**src/design/prefix_expression_evaluator_unit_assert.svh**
```systemverilog
// Assertion macros for the prefix expression evaluator.
// Included by modules that carry concurrent checks; expects clk and rst_n in scope.
`ifndef PREFIX_EXPRESSION_EVALUATOR_UNIT_ASSERT_SVH
`define PREFIX_EXPRESSION_EVALUATOR_UNIT_ASSERT_SVH
`ifndef SYNTH
// same-cycle implication
`define PEE_ASSERT_IMPL(name, ante, cons) \
    name: assert property (@(posedge clk) disable iff (!rst_n) (ante) |-> (cons)) \
        else $error("prefix evaluator check failed");
// next-cycle implication
`define PEE_ASSERT_NEXT(name, ante, cons) \
    name: assert property (@(posedge clk) disable iff (!rst_n) (ante) |=> (cons)) \
        else $error("prefix evaluator check failed");
`else
`define PEE_ASSERT_IMPL(name, ante, cons)
`define PEE_ASSERT_NEXT(name, ante, cons)
`endif
`endif

```
**src/design/pee_pkg.sv**
```systemverilog
// Shared types and constants for the prefix expression evaluator.
// No dependencies; used by every other file except the assertion macro header.
package pee_pkg;

    localparam int STACK_DEPTH = 64;
    localparam int VALUE_WIDTH = 32;
    localparam int PTR_W       = $clog2(STACK_DEPTH);
    localparam int QUEUE_DEPTH = 2;
    localparam int QPTR_W      = (QUEUE_DEPTH > 1) ? $clog2(QUEUE_DEPTH) : 1;
    localparam int DCNT_W      = $clog2(VALUE_WIDTH);

    localparam logic [7:0] CH_PLUS  = 8'h2B;
    localparam logic [7:0] CH_MINUS = 8'h2D;
    localparam logic [7:0] CH_STAR  = 8'h2A;
    localparam logic [7:0] CH_SLASH = 8'h2F;
    localparam logic [7:0] CH_ZERO  = 8'h30;
    localparam logic [7:0] CH_NINE  = 8'h39;

    typedef logic [VALUE_WIDTH-1:0] value_t;
    typedef logic [PTR_W-1:0]       ptr_t;
    typedef logic [PTR_W:0]         cnt_t;
    typedef logic [QPTR_W-1:0]      qptr_t;
    typedef logic [QPTR_W:0]        qcnt_t;
    typedef logic [DCNT_W-1:0]      dcnt_t;

    typedef enum logic [2:0] {
        OP_NONE,
        OP_PUSH,
        OP_ADD,
        OP_SUB,
        OP_MUL,
        OP_DIV
    } op_t;

    typedef enum logic [1:0] {
        ST_OK        = 2'd0,
        ST_OVERFLOW  = 2'd1,
        ST_UNDERFLOW = 2'd2,
        ST_DIVZERO   = 2'd3
    } status_t;

    typedef struct packed {
        op_t        op;
        logic [3:0] digit;
        logic       last;
    } cmd_t;

    typedef struct packed {
        logic   start;
        value_t dividend;
        value_t divisor;
    } div_req_t;

    typedef struct packed {
        logic   done;
        value_t quotient;
    } div_rsp_t;

endpackage

```
**src/design/pee_if.sv**
```systemverilog
// Handshake channels of the prefix expression evaluator: symbol in, result out.
// Depends on pee_pkg.
interface pee_sym_if;
    logic       valid;
    logic       ready;
    logic [7:0] symbol;
    logic       last;

    modport source (output valid, symbol, last, input ready);
    modport sink   (input valid, symbol, last, output ready);
endinterface

interface pee_res_if;
    logic                               valid;
    logic                               ready;
    logic signed [pee_pkg::VALUE_WIDTH-1:0] value;
    logic [1:0]                         status;

    modport source (output valid, value, status, input ready);
    modport sink   (input valid, value, status, output ready);
endinterface

```
**src/design/pee_cmd_queue.sv**
```systemverilog
// Short command queue between the decode front and the stack engine.
// Depends on pee_pkg.
module pee_cmd_queue
(
    input  logic          clk,
    input  logic          rst_n,
    input  logic          push_valid,
    input  pee_pkg::cmd_t push_cmd,
    output logic          push_ready,
    output logic          pop_valid,
    output pee_pkg::cmd_t pop_cmd,
    input  logic          pop_ready
);

    pee_pkg::cmd_t  entry_reg [pee_pkg::QUEUE_DEPTH];
    pee_pkg::qptr_t wr_ptr_reg;
    pee_pkg::qptr_t wr_ptr_next;
    pee_pkg::qptr_t rd_ptr_reg;
    pee_pkg::qptr_t rd_ptr_next;
    pee_pkg::qcnt_t fill_reg;
    pee_pkg::qcnt_t fill_next;
    logic           do_push;
    logic           do_pop;

    assign push_ready = (fill_reg != pee_pkg::qcnt_t'(pee_pkg::QUEUE_DEPTH));
    assign pop_valid  = (fill_reg != '0);
    assign pop_cmd    = entry_reg[rd_ptr_reg];
    assign do_push    = push_valid && push_ready;
    assign do_pop     = pop_valid && pop_ready;

    always_comb
    begin
        wr_ptr_next = wr_ptr_reg;
        rd_ptr_next = rd_ptr_reg;
        fill_next   = fill_reg;
        if (do_push)
        begin
            if (wr_ptr_reg == pee_pkg::qptr_t'(pee_pkg::QUEUE_DEPTH - 1))
            begin
                wr_ptr_next = '0;
            end
            else
            begin
                wr_ptr_next = wr_ptr_reg + pee_pkg::qptr_t'(1);
            end
        end
        if (do_pop)
        begin
            if (rd_ptr_reg == pee_pkg::qptr_t'(pee_pkg::QUEUE_DEPTH - 1))
            begin
                rd_ptr_next = '0;
            end
            else
            begin
                rd_ptr_next = rd_ptr_reg + pee_pkg::qptr_t'(1);
            end
        end
        if (do_push && !do_pop)
        begin
            fill_next = fill_reg + pee_pkg::qcnt_t'(1);
        end
        else if (do_pop && !do_push)
        begin
            fill_next = fill_reg - pee_pkg::qcnt_t'(1);
        end
    end

    always_ff @(posedge clk or negedge rst_n)
    begin
        if (!rst_n)
        begin
            wr_ptr_reg <= '0;
            rd_ptr_reg <= '0;
            fill_reg   <= '0;
        end
        else
        begin
            wr_ptr_reg <= wr_ptr_next;
            rd_ptr_reg <= rd_ptr_next;
            fill_reg   <= fill_next;
        end
    end

    always_ff @(posedge clk)
    begin
        if (do_push)
        begin
            entry_reg[wr_ptr_reg] <= push_cmd;
        end
    end

endmodule

```
**src/design/pee_front.sv**
```systemverilog
// Decode front: takes symbol beats and classifies them into stack commands.
// Depends on pee_pkg and pee_sym_if.
module pee_front
(
    pee_sym_if.sink       symbols,
    output logic          push_valid,
    output pee_pkg::cmd_t push_cmd,
    input  logic          push_ready
);

    pee_pkg::op_t op;

    always_comb
    begin
        case (symbols.symbol)
            pee_pkg::CH_PLUS:  op = pee_pkg::OP_ADD;
            pee_pkg::CH_MINUS: op = pee_pkg::OP_SUB;
            pee_pkg::CH_STAR:  op = pee_pkg::OP_MUL;
            pee_pkg::CH_SLASH: op = pee_pkg::OP_DIV;
            default:
            begin
                if (symbols.symbol >= pee_pkg::CH_ZERO && symbols.symbol <= pee_pkg::CH_NINE)
                begin
                    op = pee_pkg::OP_PUSH;
                end
                else
                begin
                    op = pee_pkg::OP_NONE;
                end
            end
        endcase
    end

    assign push_cmd.op    = op;
    assign push_cmd.digit = symbols.symbol[3:0];   // '0'..'9' are 0x30..0x39
    assign push_cmd.last  = symbols.last;
    assign push_valid     = symbols.valid;
    assign symbols.ready  = push_ready;

endmodule

```
**src/design/pee_div.sv**
```systemverilog
// Iterative signed divider, one quotient bit per cycle, truncating toward zero.
// Depends on pee_pkg. Divisor must be non-zero.
module pee_div
(
    input  logic              clk,
    input  logic              rst_n,
    input  pee_pkg::div_req_t req,
    output pee_pkg::div_rsp_t rsp
);

    logic                           busy_reg;
    logic                           busy_next;
    logic                           done_reg;
    logic                           done_next;
    pee_pkg::dcnt_t                 cnt_reg;
    pee_pkg::dcnt_t                 cnt_next;
    logic [pee_pkg::VALUE_WIDTH:0]  rem_reg;
    logic [pee_pkg::VALUE_WIDTH:0]  rem_next;
    pee_pkg::value_t                quo_reg;
    pee_pkg::value_t                quo_next;
    pee_pkg::value_t                dvs_reg;
    pee_pkg::value_t                dvs_next;
    logic                           neg_reg;
    logic                           neg_next;
    pee_pkg::value_t                mag_a;
    pee_pkg::value_t                mag_b;
    logic [pee_pkg::VALUE_WIDTH:0]  rem_shift;
    logic [pee_pkg::VALUE_WIDTH:0]  diff;

    assign mag_a = req.dividend[pee_pkg::VALUE_WIDTH-1] ? (~req.dividend + pee_pkg::value_t'(1))
                                                         : req.dividend;
    assign mag_b = req.divisor[pee_pkg::VALUE_WIDTH-1] ? (~req.divisor + pee_pkg::value_t'(1))
                                                        : req.divisor;
    assign rem_shift = {rem_reg[pee_pkg::VALUE_WIDTH-1:0], quo_reg[pee_pkg::VALUE_WIDTH-1]};
    assign diff      = rem_shift - {1'b0, dvs_reg};

    always_comb
    begin
        busy_next = busy_reg;
        done_next = 1'b0;
        cnt_next  = cnt_reg;
        rem_next  = rem_reg;
        quo_next  = quo_reg;
        dvs_next  = dvs_reg;
        neg_next  = neg_reg;
        if (req.start)
        begin
            busy_next = 1'b1;
            cnt_next  = '0;
            rem_next  = '0;
            quo_next  = mag_a;
            dvs_next  = mag_b;
            neg_next  = req.dividend[pee_pkg::VALUE_WIDTH-1] ^ req.divisor[pee_pkg::VALUE_WIDTH-1];
        end
        else if (busy_reg)
        begin
            if (!diff[pee_pkg::VALUE_WIDTH])
            begin
                rem_next = diff;
                quo_next = {quo_reg[pee_pkg::VALUE_WIDTH-2:0], 1'b1};
            end
            else
            begin
                rem_next = rem_shift;
                quo_next = {quo_reg[pee_pkg::VALUE_WIDTH-2:0], 1'b0};
            end
            cnt_next = cnt_reg + pee_pkg::dcnt_t'(1);
            if (cnt_reg == pee_pkg::dcnt_t'(pee_pkg::VALUE_WIDTH - 1))
            begin
                busy_next = 1'b0;
                done_next = 1'b1;
            end
        end
    end

    always_ff @(posedge clk or negedge rst_n)
    begin
        if (!rst_n)
        begin
            busy_reg <= 1'b0;
            done_reg <= 1'b0;
            cnt_reg  <= '0;
        end
        else
        begin
            busy_reg <= busy_next;
            done_reg <= done_next;
            cnt_reg  <= cnt_next;
        end
    end

    always_ff @(posedge clk)
    begin
        rem_reg <= rem_next;
        quo_reg <= quo_next;
        dvs_reg <= dvs_next;
        neg_reg <= neg_next;
    end

    assign rsp.done     = done_reg;
    assign rsp.quotient = neg_reg ? (~quo_reg + pee_pkg::value_t'(1)) : quo_reg;

endmodule

```
**src/design/pee_back.sv**
```systemverilog
// Stack engine: operand stack memory, arithmetic, error tracking, result register.
// Depends on pee_pkg, pee_res_if, pee_div and the assertion macro header.
`include "prefix_expression_evaluator_unit_assert.svh"

module pee_back
(
    input  logic          clk,
    input  logic          rst_n,
    input  logic          cmd_valid,
    input  pee_pkg::cmd_t cmd,
    output logic          cmd_ready,
    pee_res_if.source     results
);

    typedef enum logic [3:0] {
        S_IDLE = 4'b0001,
        S_EXEC = 4'b0010,
        S_DIV  = 4'b0100,
        S_EMIT = 4'b1000
    } state_t;

    state_t              state_reg;
    state_t              state_next;
    pee_pkg::cnt_t       count_reg;
    pee_pkg::cnt_t       count_next;
    pee_pkg::status_t    error_reg;
    pee_pkg::status_t    error_next;
    pee_pkg::value_t     bottom_reg;
    pee_pkg::value_t     bottom_next;
    pee_pkg::op_t        op_reg;
    pee_pkg::op_t        op_next;
    logic                last_reg;
    logic                last_next;
    logic                out_valid_reg;
    logic                out_valid_next;
    pee_pkg::value_t     out_value_reg;
    pee_pkg::value_t     out_value_next;
    pee_pkg::status_t    out_status_reg;
    pee_pkg::status_t    out_status_next;

    pee_pkg::value_t     stack_mem [pee_pkg::STACK_DEPTH];
    pee_pkg::value_t     rd_left_reg;
    pee_pkg::value_t     rd_right_reg;
    logic                mem_we;
    pee_pkg::ptr_t       mem_waddr;
    pee_pkg::value_t     mem_wdata;

    pee_pkg::value_t     left;
    pee_pkg::value_t     right;
    logic                underflow;
    pee_pkg::cnt_t       base;
    pee_pkg::status_t    err_pop;
    logic                emit_fire;
    logic [2*pee_pkg::VALUE_WIDTH-1:0] product;

    pee_pkg::div_req_t   div_req;
    pee_pkg::div_rsp_t   div_rsp;

    pee_div u_div
    (
        .clk   (clk),
        .rst_n (rst_n),
        .req   (div_req),
        .rsp   (div_rsp)
    );

    // Operands as seen after the two pops; an empty slot supplies zero.
    assign left      = (count_reg >= pee_pkg::cnt_t'(1)) ? rd_left_reg : '0;
    assign right     = (count_reg >= pee_pkg::cnt_t'(2)) ? rd_right_reg : '0;
    assign underflow = (count_reg < pee_pkg::cnt_t'(2));
    assign base      = underflow ? '0 : (count_reg - pee_pkg::cnt_t'(2));
    assign err_pop   = (error_reg == pee_pkg::ST_OK && underflow) ? pee_pkg::ST_UNDERFLOW
                                                                   : error_reg;
    assign product   = left * right;
    assign emit_fire = (state_reg == S_EMIT) && (!out_valid_reg || results.ready);

    always_comb
    begin
        state_next       = state_reg;
        count_next       = count_reg;
        error_next       = error_reg;
        bottom_next      = bottom_reg;
        op_next          = op_reg;
        last_next        = last_reg;
        out_valid_next   = out_valid_reg && !results.ready;
        out_value_next   = out_value_reg;
        out_status_next  = out_status_reg;
        cmd_ready        = 1'b0;
        mem_we           = 1'b0;
        mem_waddr        = count_reg[pee_pkg::PTR_W-1:0];
        mem_wdata        = '0;
        div_req.start    = 1'b0;
        div_req.dividend = left;
        div_req.divisor  = right;

        case (state_reg)
            S_IDLE:
            begin
                if (cmd_valid)
                begin
                    cmd_ready = 1'b1;
                    op_next   = cmd.op;
                    last_next = cmd.last;
                    case (cmd.op)
                        pee_pkg::OP_PUSH:
                        begin
                            if (count_reg == pee_pkg::cnt_t'(pee_pkg::STACK_DEPTH))
                            begin
                                if (error_reg == pee_pkg::ST_OK)
                                begin
                                    error_next = pee_pkg::ST_OVERFLOW;
                                end
                            end
                            else
                            begin
                                mem_we     = 1'b1;
                                mem_wdata  = pee_pkg::value_t'(cmd.digit);
                                count_next = count_reg + pee_pkg::cnt_t'(1);
                                if (count_reg == '0)
                                begin
                                    bottom_next = mem_wdata;
                                end
                            end
                            state_next = cmd.last ? S_EMIT : S_IDLE;
                        end
                        pee_pkg::OP_ADD, pee_pkg::OP_SUB, pee_pkg::OP_MUL, pee_pkg::OP_DIV:
                        begin
                            state_next = S_EXEC;
                        end
                        default:
                        begin
                            state_next = cmd.last ? S_EMIT : S_IDLE;
                        end
                    endcase
                end
            end
            S_EXEC:
            begin
                error_next = err_pop;
                mem_waddr  = base[pee_pkg::PTR_W-1:0];
                count_next = base + pee_pkg::cnt_t'(1);
                state_next = last_reg ? S_EMIT : S_IDLE;
                mem_we     = 1'b1;
                case (op_reg)
                    pee_pkg::OP_ADD: mem_wdata = left + right;
                    pee_pkg::OP_SUB: mem_wdata = left - right;
                    pee_pkg::OP_MUL: mem_wdata = product[pee_pkg::VALUE_WIDTH-1:0];
                    default:
                    begin
                        if (right == '0)
                        begin
                            mem_wdata = '0;
                            if (err_pop == pee_pkg::ST_OK)
                            begin
                                error_next = pee_pkg::ST_DIVZERO;
                            end
                        end
                        else
                        begin
                            mem_we        = 1'b0;
                            count_next    = base;
                            div_req.start = 1'b1;
                            state_next    = S_DIV;
                        end
                    end
                endcase
                if (mem_we && base == '0)
                begin
                    bottom_next = mem_wdata;
                end
            end
            S_DIV:
            begin
                if (div_rsp.done)
                begin
                    mem_we     = 1'b1;
                    mem_wdata  = div_rsp.quotient;
                    count_next = count_reg + pee_pkg::cnt_t'(1);
                    if (count_reg == '0)
                    begin
                        bottom_next = mem_wdata;
                    end
                    state_next = last_reg ? S_EMIT : S_IDLE;
                end
            end
            S_EMIT:
            begin
                if (emit_fire)
                begin
                    out_valid_next  = 1'b1;
                    out_value_next  = (count_reg != '0) ? bottom_reg : '0;
                    out_status_next = error_reg;
                    count_next      = '0;
                    error_next      = pee_pkg::ST_OK;
                    state_next      = S_IDLE;
                end
            end
            default:
            begin
                state_next = S_IDLE;
            end
        endcase
    end

    always_ff @(posedge clk or negedge rst_n)
    begin
        if (!rst_n)
        begin
            state_reg     <= S_IDLE;
            count_reg     <= '0;
            error_reg     <= pee_pkg::ST_OK;
            out_valid_reg <= 1'b0;
        end
        else
        begin
            state_reg     <= state_next;
            count_reg     <= count_next;
            error_reg     <= error_next;
            out_valid_reg <= out_valid_next;
        end
    end

    always_ff @(posedge clk)
    begin
        bottom_reg     <= bottom_next;
        op_reg         <= op_next;
        last_reg       <= last_next;
        out_value_reg  <= out_value_next;
        out_status_reg <= out_status_next;
    end

    // Stack memory: one write port, two registered read ports at the top two entries.
    always_ff @(posedge clk)
    begin
        if (mem_we)
        begin
            stack_mem[mem_waddr] <= mem_wdata;
        end
        rd_left_reg  <= stack_mem[pee_pkg::ptr_t'(count_reg - pee_pkg::cnt_t'(1))];
        rd_right_reg <= stack_mem[pee_pkg::ptr_t'(count_reg - pee_pkg::cnt_t'(2))];
    end

    assign results.valid  = out_valid_reg;
    assign results.value  = $signed(out_value_reg);
    assign results.status = out_status_reg;

    `PEE_ASSERT_IMPL(a_count_bound, 1'b1, count_reg <= pee_pkg::cnt_t'(pee_pkg::STACK_DEPTH))
    `PEE_ASSERT_IMPL(a_div_start_in_exec, div_req.start, state_reg == S_EXEC)
    `PEE_ASSERT_NEXT(a_error_sticky, error_reg != pee_pkg::ST_OK && state_reg != S_EMIT, error_reg == $past(error_reg))
    `PEE_ASSERT_NEXT(a_emit_clears, emit_fire, count_reg == '0 && error_reg == pee_pkg::ST_OK && out_valid_reg)

endmodule

```
**src/design/prefix_expression_evaluator_unit.sv**
```systemverilog
// Prefix expression evaluator: decode front, 2-entry command queue, stack engine.
// Digit or ignored symbol: handled as it is accepted; + - *: a stack read, then execute;
// /: as + - *, then for a non-zero divisor a wait on the bit-serial divider (one quotient bit per cycle).
// A last beat adds an emit step that loads the result register once the output is free.
// Asynchronous active-low reset empties the queue and stack and clears the error.
// Depends on pee_pkg, pee_if, pee_front, pee_cmd_queue, pee_back.
module prefix_expression_evaluator_unit
(
    input  logic      clk,
    input  logic      rst_n,
    pee_sym_if.sink   symbols,
    pee_res_if.source results
);

    logic          push_valid;
    pee_pkg::cmd_t push_cmd;
    logic          push_ready;
    logic          pop_valid;
    pee_pkg::cmd_t pop_cmd;
    logic          pop_ready;

    pee_front u_front
    (
        .symbols    (symbols),
        .push_valid (push_valid),
        .push_cmd   (push_cmd),
        .push_ready (push_ready)
    );

    pee_cmd_queue u_queue
    (
        .clk        (clk),
        .rst_n      (rst_n),
        .push_valid (push_valid),
        .push_cmd   (push_cmd),
        .push_ready (push_ready),
        .pop_valid  (pop_valid),
        .pop_cmd    (pop_cmd),
        .pop_ready  (pop_ready)
    );

    pee_back u_back
    (
        .clk       (clk),
        .rst_n     (rst_n),
        .cmd_valid (pop_valid),
        .cmd       (pop_cmd),
        .cmd_ready (pop_ready),
        .results   (results)
    );

endmodule
```
**src/flat_wrapper.sv**
```systemverilog
// flat-port wrapper written by rule: the top's interface ports become plain ports
module prefix_expression_evaluator_unit_flat 
  (clk, rst_n, symbols_valid, symbols_symbol, symbols_last, symbols_ready, results_valid, results_value, results_status, results_ready);
  pee_sym_if symbols_i ();
  pee_res_if results_i ();
  input  logic clk;
  input  logic rst_n;
  input wire logic [$bits(symbols_i.valid)-1:0] symbols_valid;
  input wire logic [$bits(symbols_i.symbol)-1:0] symbols_symbol;
  input wire logic [$bits(symbols_i.last)-1:0] symbols_last;
  output wire logic [$bits(symbols_i.ready)-1:0] symbols_ready;
  output wire logic [$bits(results_i.valid)-1:0] results_valid;
  output wire logic [$bits(results_i.value)-1:0] results_value;
  output wire logic [$bits(results_i.status)-1:0] results_status;
  input wire logic [$bits(results_i.ready)-1:0] results_ready;
  assign symbols_i.valid = symbols_valid;
  assign symbols_i.symbol = symbols_symbol;
  assign symbols_i.last = symbols_last;
  assign symbols_ready = symbols_i.ready;
  assign results_valid = results_i.valid;
  assign results_value = results_i.value;
  assign results_status = results_i.status;
  assign results_i.ready = results_ready;
  prefix_expression_evaluator_unit u_core (.clk(clk), .rst_n(rst_n), .symbols(symbols_i), .results(results_i));
endmodule
```
**config.mk**
```make
export PLATFORM = sky130hd
export DESIGN_NAME = prefix_expression_evaluator_unit_flat
export DESIGN_NICKNAME = d
export VERILOG_FILES = /design/src/design/pee_pkg.sv /design/src/design/pee_if.sv /design/src/design/pee_cmd_queue.sv /design/src/design/pee_front.sv /design/src/design/pee_div.sv /design/src/design/pee_back.sv /design/src/design/prefix_expression_evaluator_unit.sv /design/src/flat_wrapper.sv
export VERILOG_INCLUDE_DIRS = /design/src /design/src/design
export SDC_FILE = /design/constraint.sdc
export NUM_CORES = 2
export LEC_CHECK = 0
export BUFFER_PORTS_ARGS = -buffer_cell sky130_fd_sc_hd__clkbuf_2
export CORE_MARGIN = 2
export CORE_UTILIZATION = 52
export CTS_CLUSTER_SIZE = 8
export DETAILED_ROUTE_END_ITERATION = 6
export PLACE_DENSITY = 0.75
export REMOVE_ABC_BUFFERS = 1
export SETUP_SLACK_MARGIN = 0.1
export SLEW_MARGIN = 15
export SYNTH_ARGS = -nofsm -noshare
export SYNTH_HDL_FRONTEND = slang
export SYNTH_SLANG_ARGS = --single-unit
```
**constraint.sdc**
```tcl
create_clock -name clk -period 14.85 [get_ports clk]
set_input_delay 1.485 -clock clk [delete_from_list [all_inputs] [get_ports clk]]
set_output_delay 1.485 -clock clk [all_outputs]
set_load 0.1 [all_outputs]
```
### Yosys cells after proc, flatten, opt, wreduce, memory -nomap -nowiden

Memory sizes are Yosys's and may differ from the RTL's. A register that Yosys moved wholly into a read port is not among the register bits.
Cells that the tools add are included.
W data, S select, Z words.

* $add $sub $neg: 15
* multiply operators: 1
* divide/modulo/power cells: 0
* order comparisons: 5
* equality and inequality tests: 29
* shift operators: 0
* multiplexer cells: 85
* bitwise logic cells: 4
* reduce and logical (&&, ||, !) cells: 34

Operators by type and width (count)
* $mux W32: 15
* $pmux W32 S3: 3
* $add A32 B1 Y32 const B: 3
* $not A32 Y32: 3
* $mux W7: 8
* $mux W4: 11
* $sub A33 B32 Y33: 1
* $add A32 B32 Y32: 1
* $eq A8 B6 Y1 const B: 4
* $logic_not A32 Y1: 1
* $mul A32 B32 Y32: 1
* $sub A32 B32 Y32: 1
* $mux W31: 1
* $mux W1: 28
* $pmux W7 S4: 1
* $mux W2: 11
* $ne A2 B2 Y1 const B: 8
* $pmux W4 S4: 1
* $add A7 B1 Y7 const B: 2
* $logic_not A7 Y1: 2
* $eq A3 B2 Y1 const B: 4
* $pmux W3 S4: 1
* $reduce_and A6 Y1: 2
* $mux W5: 2
* 37 further kinds: 58

* flip-flop bits (word level): 192
* latch bits: 0
* memory bits (writable): 2064
* ROM bits: 0
* input port bits: 13
* word-level logic and storage cells: 195
* memories kept: 2

Memory list
* u_core.u_back.stack_mem: words 64, bits a word 32, read ports 2, clocked after memory_dff 2, wr ports 1, RTL line pee_back.sv:41 `pee_pkg::value_t stack_mem [pee_pkg::STACK_DEPTH];`
* u_core.u_queue.entry_reg: words 2, bits a word 8, read ports 1, clocked after memory_dff 0, wr ports 1, RTL line pee_cmd_queue.sv:15 `pee_pkg::cmd_t entry_reg [pee_pkg::QUEUE_DEPTH];`

### Longest topological paths before layout

* depth in word-level cells: 9
* mapped depth: 41
* depth with buffers taken out: 32

### Hierarchy

A second synthesis with hierarchy kept.

* cells, all modules: 7618
* area total of the unflattened synthesis: 125888.2 um2

Modules (own cells, without submodules)
* pee_back: times used 1, cells each 6677, area each 117323.8 um2, sequential area each 65233.8 um2
* pee_div: times used 1, cells each 881, area each 7624.8 um2, sequential area each 2767.7 um2
* pee_cmd_queue: times used 1, cells each 43, area each 787.0 um2, sequential area each 580.6 um2
* pee_front: times used 1, cells each 17, area each 152.6 um2, sequential area each 0.0 um2

### Worst setup path after synthesis

No wires, ideal clock.

* path kind: reg-to-reg
* start: register u_core.u_back.count_reg[1]
* end: memory u_core.u_back.stack_mem[0][31] (netlist bit) (data pin)
* setup time: 567 ps
* data arrival time: 11775 ps
* setup slack: 2508 ps
* stages on the path, launching flop included: 37
* buffers on the path: 9
* clock period less this slack: 12342 ps
* cells stage by stage: dfrtp_1 clkbuf_1 clkbuf_1 buf_1 clkinv_1 ha_1 buf_4 nor3b_2 nand2_1 a2111o_1 buf_2 buf_1 clkbuf_1 clkbuf_1 nand2_1 nor2_1 fa_1 inv_1 fa_1 fa_1 fa_1 inv_1 fa_1 fa_1 fa_1 fa_1 ha_1 clkbuf_1 nand3_1 o21ai_0 nor3_1 or4b_2 o311ai_0 a31oi_1 o21ai_0 xnor2_1 o221ai_1

* word-level cells in the longest chain between the ends: 5
* elaborated cells on any way between the ends: 9
* those cells by class: add/sub: 2; mul: 1; order compare: 2; mux: 4

Ends and longest elaborated chain
* start, declared: RTL line pee_back.sv:24 `pee_pkg::cnt_t count_reg;`
* start signal, assigned: RTL line pee_back.sv:217 `count_reg <= count_next;`
* $ge A7 B1 Y1 or $ge A7 B2 Y1 (tied branches): RTL line pee_back.sv:68, pee_back.sv:69
* $mux W32 (on tied branches): RTL line pee_back.sv:68, pee_back.sv:69
* $mul A32 B32 Y32, or another cell as far along: RTL line pee_back.sv:74 `assign product = left * right;`
* $pmux W32 S3 (*): RTL line pee_back.sv:144 `case (op_reg)`
* $pmux W32 S3 (*): RTL line pee_back.sv:96 `case (state_reg)`
* net u_core.u_back.mem_wdata[31]: RTL line pee_back.sv:46 `pee_pkg::value_t mem_wdata;`
* end, declared: RTL line pee_back.sv:41

The timed path passes the listed nets; every way through them passes the cells marked *.

### Worst setup path in the final report

* start: register u_core.u_back.count_reg[1]
* end: memory u_core.u_back.stack_mem[19][27] (netlist bit) (data pin)

The elaborated chain is that of the path after synthesis.

==> flow_summary.yaml <==
outcome:
  status: "finished clean"
logic_synthesis:
  synth.distinct_cells: 93
  synth_compound_area_frac: 0.0337
  syn_area_mm2: 0.126
  synth_cells: 7574
  synthMuxAreaShare: 0.240
  synth_xor_area_frac: 0.0181
  yosys.area_share.simple: 0.0491
  synth_ff_type: "edfxtp_1"
  synthAdderAreaFrac: 0.0853
  synth.avg_cell_area_um2: 16.6
  yosysSeqAreaShare: 0.544
  synth_top_family_by_area: "multiplexers"
  yosysWarnings: 0
  synth-edff-count: 2199
  ys_ff_latch: 2320
  ys_async_sr_fraction: 0.0108
worst_setup_path:
  end_kind: "flop"
  worst_path_most_repeated_cell: "fa_1"
  cpMaxStageDelayCell: "dfrtp_4"
  cp_slowest_stage_delay_ns: 0.97
  critPathKind: "reg -> reg"
  crit_fanout: 52
  cp.required_ns: 15.62
  arrival_ns: 13.44
  startpoint_type: "flop"
sta:
  fin_crit_ns: 12.67
  rsz0062_at_grt: "false"
  finalClockSkew_ns: 0.0819
  relSlewSlack: 0.159
  fmax_mhz: 78.9
  fin_crit_sh: 0.853
  setup_viol: 0
  worst_pin_slew_ns: 1.26
  tns_ns: 0
  hold_viol_final: 0
  slew_violations: 0
clock_network:
  cts_root_buf: "clkbuf_16"
  insertion_delay_ns: 0.97
  hold_buffers: 0
  tritoncts: "built"
  cts_setup_buffers: 0
  path_clk_slew_ns: 0.06
  clk_path_buf_depth: 4
  cts_resized: 0
  cts_sinks: 2320
  cts-htree-levels: 5
  tritoncts.num_buffers: 340
run:
  cap_violations: 0
layout:
  largest_reg_flops: 2048
  drive_above_1_share: 0.270
  fin_nets: 8318
  syn_to_final_growth_pct: 11.4
  regMostFlops: "u_core.u_back.stack_mem"
die:
  die_h_um: 496
  start_util: 0.523
  die_w_um: 496
  pin_count: 49
  rows: 180
  die-area_mm2: 0.246
  core_mm2: 0.241
global_route:
  grt_pass1_vias: 81311
  gr-total-overflow: 0
  grt_antenna_before_repair: 26
  grt_usage: 0.341
  grt_max_degree: 126
  grt_pass1_wl_mm: 595
route:
  dr.pass1.iters: 6
  avgViaCountPerCell: 7.25
  wl_per_cell_um: 37.9
  drc_errors: 0
  drtIter0Drc: 12066
  postRouteAntennaNets: 0
  num_vias: 79597
  wl_mm: 417
placement:
  gp_congestion: 1.01
  dp_hpwl_mm: 245
  io_buffers: 48
hold_path:
  hp-class: "reg -> reg"
## cell usage after synthesis, types with 53 or more instances
cell type  number  share of area
xnor2_1       133         0.0092
nand3_1       104         0.0041
nor3_1         53         0.0021
fa_1          410          0.065
a21oi_1       126         0.0050
mux4_2       1318           0.24
o31ai_1        59         0.0035
and2_1         62         0.0031
inv_1         460          0.014
clkbuf_1      344          0.010
buf_1         119         0.0035
xor2_1        119         0.0083
o21ai_0       167         0.0066
ha_1          203          0.020
nor2_1        530          0.016
edfxtp_1     2199           0.52
nand2_1       445          0.013
dfxtp_1        96          0.015
## stage by stage
step | setup WS [ns] | std cells | utilization | hold WS, ns | instance area, um^2
5_1_grt | 1.81 | 10980 | 0.583 | 0.494 | 140000
6_report | 2.18 | 10982 | 0.583 | 0.453 | 140000
3_3_place_gp | 2.60 | 10535 | 0.545 | 0.483 | 131000
4_1_cts | 2.34 | 10979 | 0.583 | 0.456 | 140000
3_5_place_dp | 2.37 | 10535 | 0.545 | 0.487 | 131000
2_1_floorplan | -41.99 | 7079 | - | 0.456 | 124000
## layout by cell type, fill, tap and decap left out, types with 160 or more instances in the layout
cell / instances
buf_4: 212
clkbuf_16: 347
edfxtp_1: 2199
fa_1: 410
ha_1: 201
inv_1: 459
mux4_2: 1318
nand2_1: 440
nor2_1: 465
o21ai_0: 160
## path summary, 6_finish.rpt
check	from	end	slack, ns	cells past startpoint
worst min-delay path	u_core.u_back.u_div.rem_reg[26]	u_core.u_back.u_div.rem_reg[27]	0.45	2
min in group asynchronous	rst_n	u_core.u_back.count_reg[0]	0.58	1
worst min register to register	u_core.u_back.u_div.rem_reg[26]	u_core.u_back.u_div.rem_reg[27]	0.45	2
max in group asynchronous	rst_n	u_core.u_back.count_reg[1]	13.76	1
worst max-delay path	u_core.u_back.count_reg[1]	u_core.u_back.stack_mem[19][27]	2.18	33
worst max register to register	u_core.u_back.count_reg[1]	u_core.u_back.stack_mem[19][27]	2.18	33
## critical path: cells and delay by family (launching register included)
kind | cells | cell delay [ns]
adders and majority gates | 10 | 4.72
and+or+nand+nor | 6 | 2.10
AOI/OAI and AO/OA | 7 | 2.27
buffers and inverters | 9 | 2.03
xor gates and xnor gates | 1 | 0.33
DFF | 1 | 0.97
## layer usage
metal / vias up / global-route usage / wire length [um]
met3: 1525 / 0.0994 / 55400
met2: 6859 / 0.530 / 195000
met5: - / 0.00328 / 296
li1: 30005 / - / -
met4: 30 / 0.188 / 27800
met1: 41178 / 0.432 / 138000
## layout make-up
type	count	area [um^2]
Antenna cell	3	7.51
Clock buffer	441	9060
Clock inverter	3	26.3
Fill cell	17196	100000
Inverter	479	1800
Multi-Input combinational cell	4280	54800
Sequential cell	2320	68600
Tap cell	3185	3990
Timing Repair Buffer	271	2050
## cells by family after synthesis
kind of cell / count (synthesis)
and+or+nand+nor: 1390
DFF: 2320
buffers and inverters: 974
xor gates and xnor gates: 255
adders and majority gates: 613
AOI/OAI and AO/OA: 651
muxes: 1371
Power is left out: the tool's default activity adds up to more than one toggle a clock period on the data nets, which glitch-free logic cannot reach.
